<file path="config.mk">
export PLATFORM = sky130hd
export DESIGN_NAME = vdi_cell
export DESIGN_NICKNAME = d
export VERILOG_FILES = /design/src/hdl/vdi_pkg.sv /design/src/hdl/vdi_cell.sv
export SDC_FILE = /design/constraint.sdc
export NUM_CORES = 1
export LEC_CHECK = 0
export ABC_CLOCK_PERIOD_IN_PS = 8800
export BUFFER_PORTS_ARGS = -buffer_cell sky130_fd_sc_hd__buf_2
export CORE_AREA = 8 8 97 142
export CTS_BUF_LIST = sky130_fd_sc_hd__clkbuf_4 sky130_fd_sc_hd__clkbuf_8
export DETAILED_ROUTE_END_ITERATION = 12
export DIE_AREA = 0 0 105 150
export MAX_ROUTING_LAYER = met4
export PLACE_DENSITY = 0.58
export SYNTH_ARGS = -nofsm -noshare
export SYNTH_HDL_FRONTEND = slang
export SYNTH_SLANG_ARGS = --single-unit
</file>
<file path="constraint.sdc">
create_clock -name clk -period 8.8 [get_ports clk]
set_clock_uncertainty 0.05 [all_clocks]
set_input_delay 0.88 -clock clk [delete_from_list [all_inputs] [get_ports clk]]
set_output_delay 0.88 -clock clk [all_outputs]
set_load 0.05 [all_outputs]
</file>
<file path="src/hdl/vdi_pkg.sv">
`timescale 1ns / 1ps

package vdi_pkg;

  localparam int TABLE_DEPTH_DEF = 256;
  localparam int COORD_W         = 32;
  localparam int KEY_W           = 2 * COORD_W;
  localparam int VINDEX_W        = 8;

  typedef enum logic [1:0] {
    ST_IDLE,
    ST_SEARCH,
    ST_COMMIT
  } vdi_state_t;

  // Search wave moving down the cell row.
  typedef struct packed {
    logic token;
    logic hit;
  } vdi_wave_t;

endpackage

</file>
<file path="src/hdl/vdi_cell.sv">
`timescale 1ns / 1ps

module vdi_cell #(
  parameter int IW         = 8,
  parameter int CW         = 9,
  parameter int CELL_INDEX = 0
) (
  input  logic                     clk,
  input  logic                     rst,
  input  logic [vdi_pkg::KEY_W-1:0] query,
  input  logic [CW-1:0]            count,
  input  logic                     wr_en,
  input  logic [IW-1:0]            wr_slot,
  input  vdi_pkg::vdi_wave_t       wave_in,
  input  logic [IW-1:0]            idx_in,
  output vdi_pkg::vdi_wave_t       wave_out,
  output logic [IW-1:0]            idx_out
);
  import vdi_pkg::*;

  localparam logic [IW-1:0] MY_IDX   = IW'(CELL_INDEX);
  localparam logic [CW-1:0] MY_COUNT = CW'(CELL_INDEX);

  logic [KEY_W-1:0] key;
  logic             match;

  assign match = (MY_COUNT < count) && (key == query);

  always_ff @(posedge clk) begin
    if (wr_en && (wr_slot == MY_IDX)) begin
      key <= query;
    end
  end

  always_ff @(posedge clk) begin
    if (rst) begin
      wave_out <= '0;
    end else begin
      wave_out.token <= wave_in.token;
      wave_out.hit   <= wave_in.hit | (wave_in.token & match);
    end
  end

  always_ff @(posedge clk) begin
    idx_out <= wave_in.hit ? idx_in : MY_IDX;
  end

endmodule

</file>
==> summary.md <==
| Metric | Value |
|---|---|
| Drt drc | 0 |
| Layout fillers | ~1,200 |
| Clock period minus worst slack | about 2.1 ns |
| DP Cell Count | between 400 and 500 |
| Register bit total from synthesis | between 70 and 80 |
| Critical path class | in2reg |
| Boundary Pins | 104 |
| Leakage | about 1.5 nW |
| Detailed Route Iter0 Violations | 76 |
| Largest net degree at the start of global routing | 39 |
| CTS Root Buffer Type | clkbuf_8 |
| Slew Limit Headroom | 0.675 |
| Final setup violation count | 0 |
| Post-Syn Area | approximately 3000 sq um |
| Htree depth | 3 |
| R2R setup slack | between 7 and 8 ns |
| Post-place setup slack | between 6 and 7 ns |
| Post CTS Setup Buffer Count | 0 |
| Slack of the critical path | around 6.7 ns |
| Clock-pin slew of the registers on the worst-case setup and hold paths | roughly 0.08 ns |
| Detailed-route via count | around 1,900 |
| Startpoint Class | input pin |
| Final WL | between 6000 and 7000 microns |
| Setup TNS | 0 ns |
| Cts hold-fix bufs | 0 |
| Overall global routing resource usage | 0.0916 |
| Max-capacitance violation count | 0 |
| Slowest stage delay, CP | roughly 0.48 ns |
| Fin cells | 463 |
| Final core utilization | 0.331 |
| Top cell type's share of synthesized area | 0.646 |
| Placed wire-length estimate | 5390 microns |
| CP Data Arrival Time | 2.06 ns |
| CTS sink cnt | 74 |
| Worst Hold Class | reg2reg |
| CP max stage cell | buf_4 |
| ANT nets after route | 0 |
| Synth Flop Type | edfxtp_1 |
| Sequential element share of the synthesized area | 0.714 |
| Synth unique cells | 25 |
| Vias in the first global route | ~2,200 |
| CP cell instances | buf_2 > nor4_1 > nand3b_1 > nor4_2 > buf_4 |
| Routability congestion estimate | just under 0.7 |
| First-pass GRT wire length | 10,800 microns |
| RSZ-0062 raised after global routing | no |
| Critical-path maximum fanout | 38 |
| Setup crit end kind | flop |
| N_diodes | 0 |
| Worst-Skew Late Latency | about 0.35 ns |
| CTS resizes | 0 |
| Required @ worst endpoint | around 8.7 ns |
| Die area | 15,800 sq um |
| Syn nets | between 200 and 300 |
| Synth area leaders | edfxtp_1, xnor2_1, dfxtp_1 |
| Post-synth top cells | edfxtp_1, xnor2_1, xor2_1 |
| Core ar. | about 12,000 sq um |
| Period Utilization, post-route | 0.241 |
| Vias per cell | around 4.2 |
| Fmax achieved | around 470 MHz |
| Row cnt | approximately 50 |
| Total CTS buffers | 9 |
| Syn Area/Cell | between 15 and 20 sq um |
| PD cells | ~180 nW/um^2 |
| Most instantiated library cell after synthesis | edfxtp_1 |
| Post-Syn Instances | between 150 and 200 |
| Area added between synthesis and finish | 31.0% |
| Drt first pass iters | 4 |
| Number of port buffers | between 100 and 150 |
| Synth area leader | edfxtp_1 |
| Initial Utilization | 0.253 |
| Clock Path Buffers | 2 |
| Asr flop ratio synth | 0 |
| Status | finished, final reports clean |
| Peak VDD IR | 67.7 uV |
| Finished layout cell area | ~4000 sq um |
| Share of post-route cells with drive strength above 1 | 0.400 |
| Die Y | 150 microns |
| Worst-margin pin slew | just under 0.5 ns |
| Post-DR wirelength/cell | approximately 15 microns |
| Nets | 399 |
| Max Slew Vio Count | 0 |
| Die span in x | ~110 microns |
| Placed Area | ~3700 sq um |
| Syn. warnings | 0 |
| Initial antenna violation count | 0 |
| CTS tree | built |
| Post-synth EDFFs | 64 |
| Final hold vios | 0 |
| Grt ovf | 0 |
final timing paths:
path,from,to,cells after the start
hold / removal,key[61],wave_out[0],3
setup reg to reg,key[19],wave_out[0],5
hold reg to reg,key[61],wave_out[0],3
setup / recovery,wr_slot[1],key[3],5
per-stage QoR:
stage,total power [mW],hold slack [ns]
after floorplan,0.417,0.520
after global placement,0.449,0.601
after detailed placement,0.450,0.610
after CTS,0.715,0.630
after global routing,0.732,0.637
final,0.700,0.614
state kept, by name, summed over array words and instances (netlist names):
register / cells
key: 64
idx_out: 8
wave_out: 2
worst max-delay path: cells and delay by family:
kind | cells | cell delay (ns)
buffers and inverters | 2 | 0.57
AND/OR/NAND/NOR | 3 | 0.58
layout make-up:
| cell class | count | area, sq um | share of cell area |
|---|---|---|---|
| multi-input cells | 103 | 813 | 0.209 |
| well taps | 153 | 191 | 0.0491 |
| repair buffers | 105 | 531 | 0.136 |
| flip-flops and latches | 74 | 2120 | 0.545 |
| clock buffers | 9 | 124 | 0.0318 |
| inverters | 12 | 45.0 | 0.0116 |
| clock inverters | 7 | 70.1 | 0.0180 |
report_power, final:
part	internal [mW]	switching [mW]	leakage, nW
Clock	0.130	0.129	0.0889
Sequential	0.383	0.000744	0.659
Combinational	0.0272	0.0297	0.710
Total	0.540	0.160	1.46
cells by family after synthesis:
logic type | count (synthesis) | share of synthesized area
AOI/OAI and AO/OA | 13 | 0.0349
xor gates and xnor gates | 53 | 0.156
buffers and inverters | 12 | 0.0151
DFF | 74 | 0.714
and+or+nand+nor | 37 | 0.0804
layout by cell type, fill, tap and decap left out, types with 2 or more instances in the layout:
| cell type | synthesis | final |
|---|---|---|
| buf_2 | 0 | 103 |
| a22o_1 | 2 | 2 |
| edfxtp_1 | 64 | 64 |
| xnor2_1 | 33 | 33 |
| o22ai_1 | 2 | 2 |
| and2_1 | 8 | 8 |
| xor2_1 | 20 | 20 |
| nor4_1 | 9 | 8 |
| nand4_1 | 10 | 10 |
| o221ai_1 | 2 | 2 |
| clkbuf_8 | 0 | 9 |
| inv_1 | 12 | 12 |
| clkinvlp_4 | 0 | 3 |
| nor4_2 | 1 | 2 |
| buf_4 | 0 | 2 |
| nor2_1 | 2 | 2 |
| dfxtp_1 | 10 | 10 |
| o2bb2ai_1 | 3 | 3 |
per-layer routing:
metal	up-vias	share of wire	GRT usage
met1	915	0.42	0.0959
met3	11	0.053	0.0315
met4	0	0.020	0.0473
met5	-	0	-
li1	935	-	-
met2	63	0.51	0.150
Note: power is estimated with default switching activity, not from simulation.
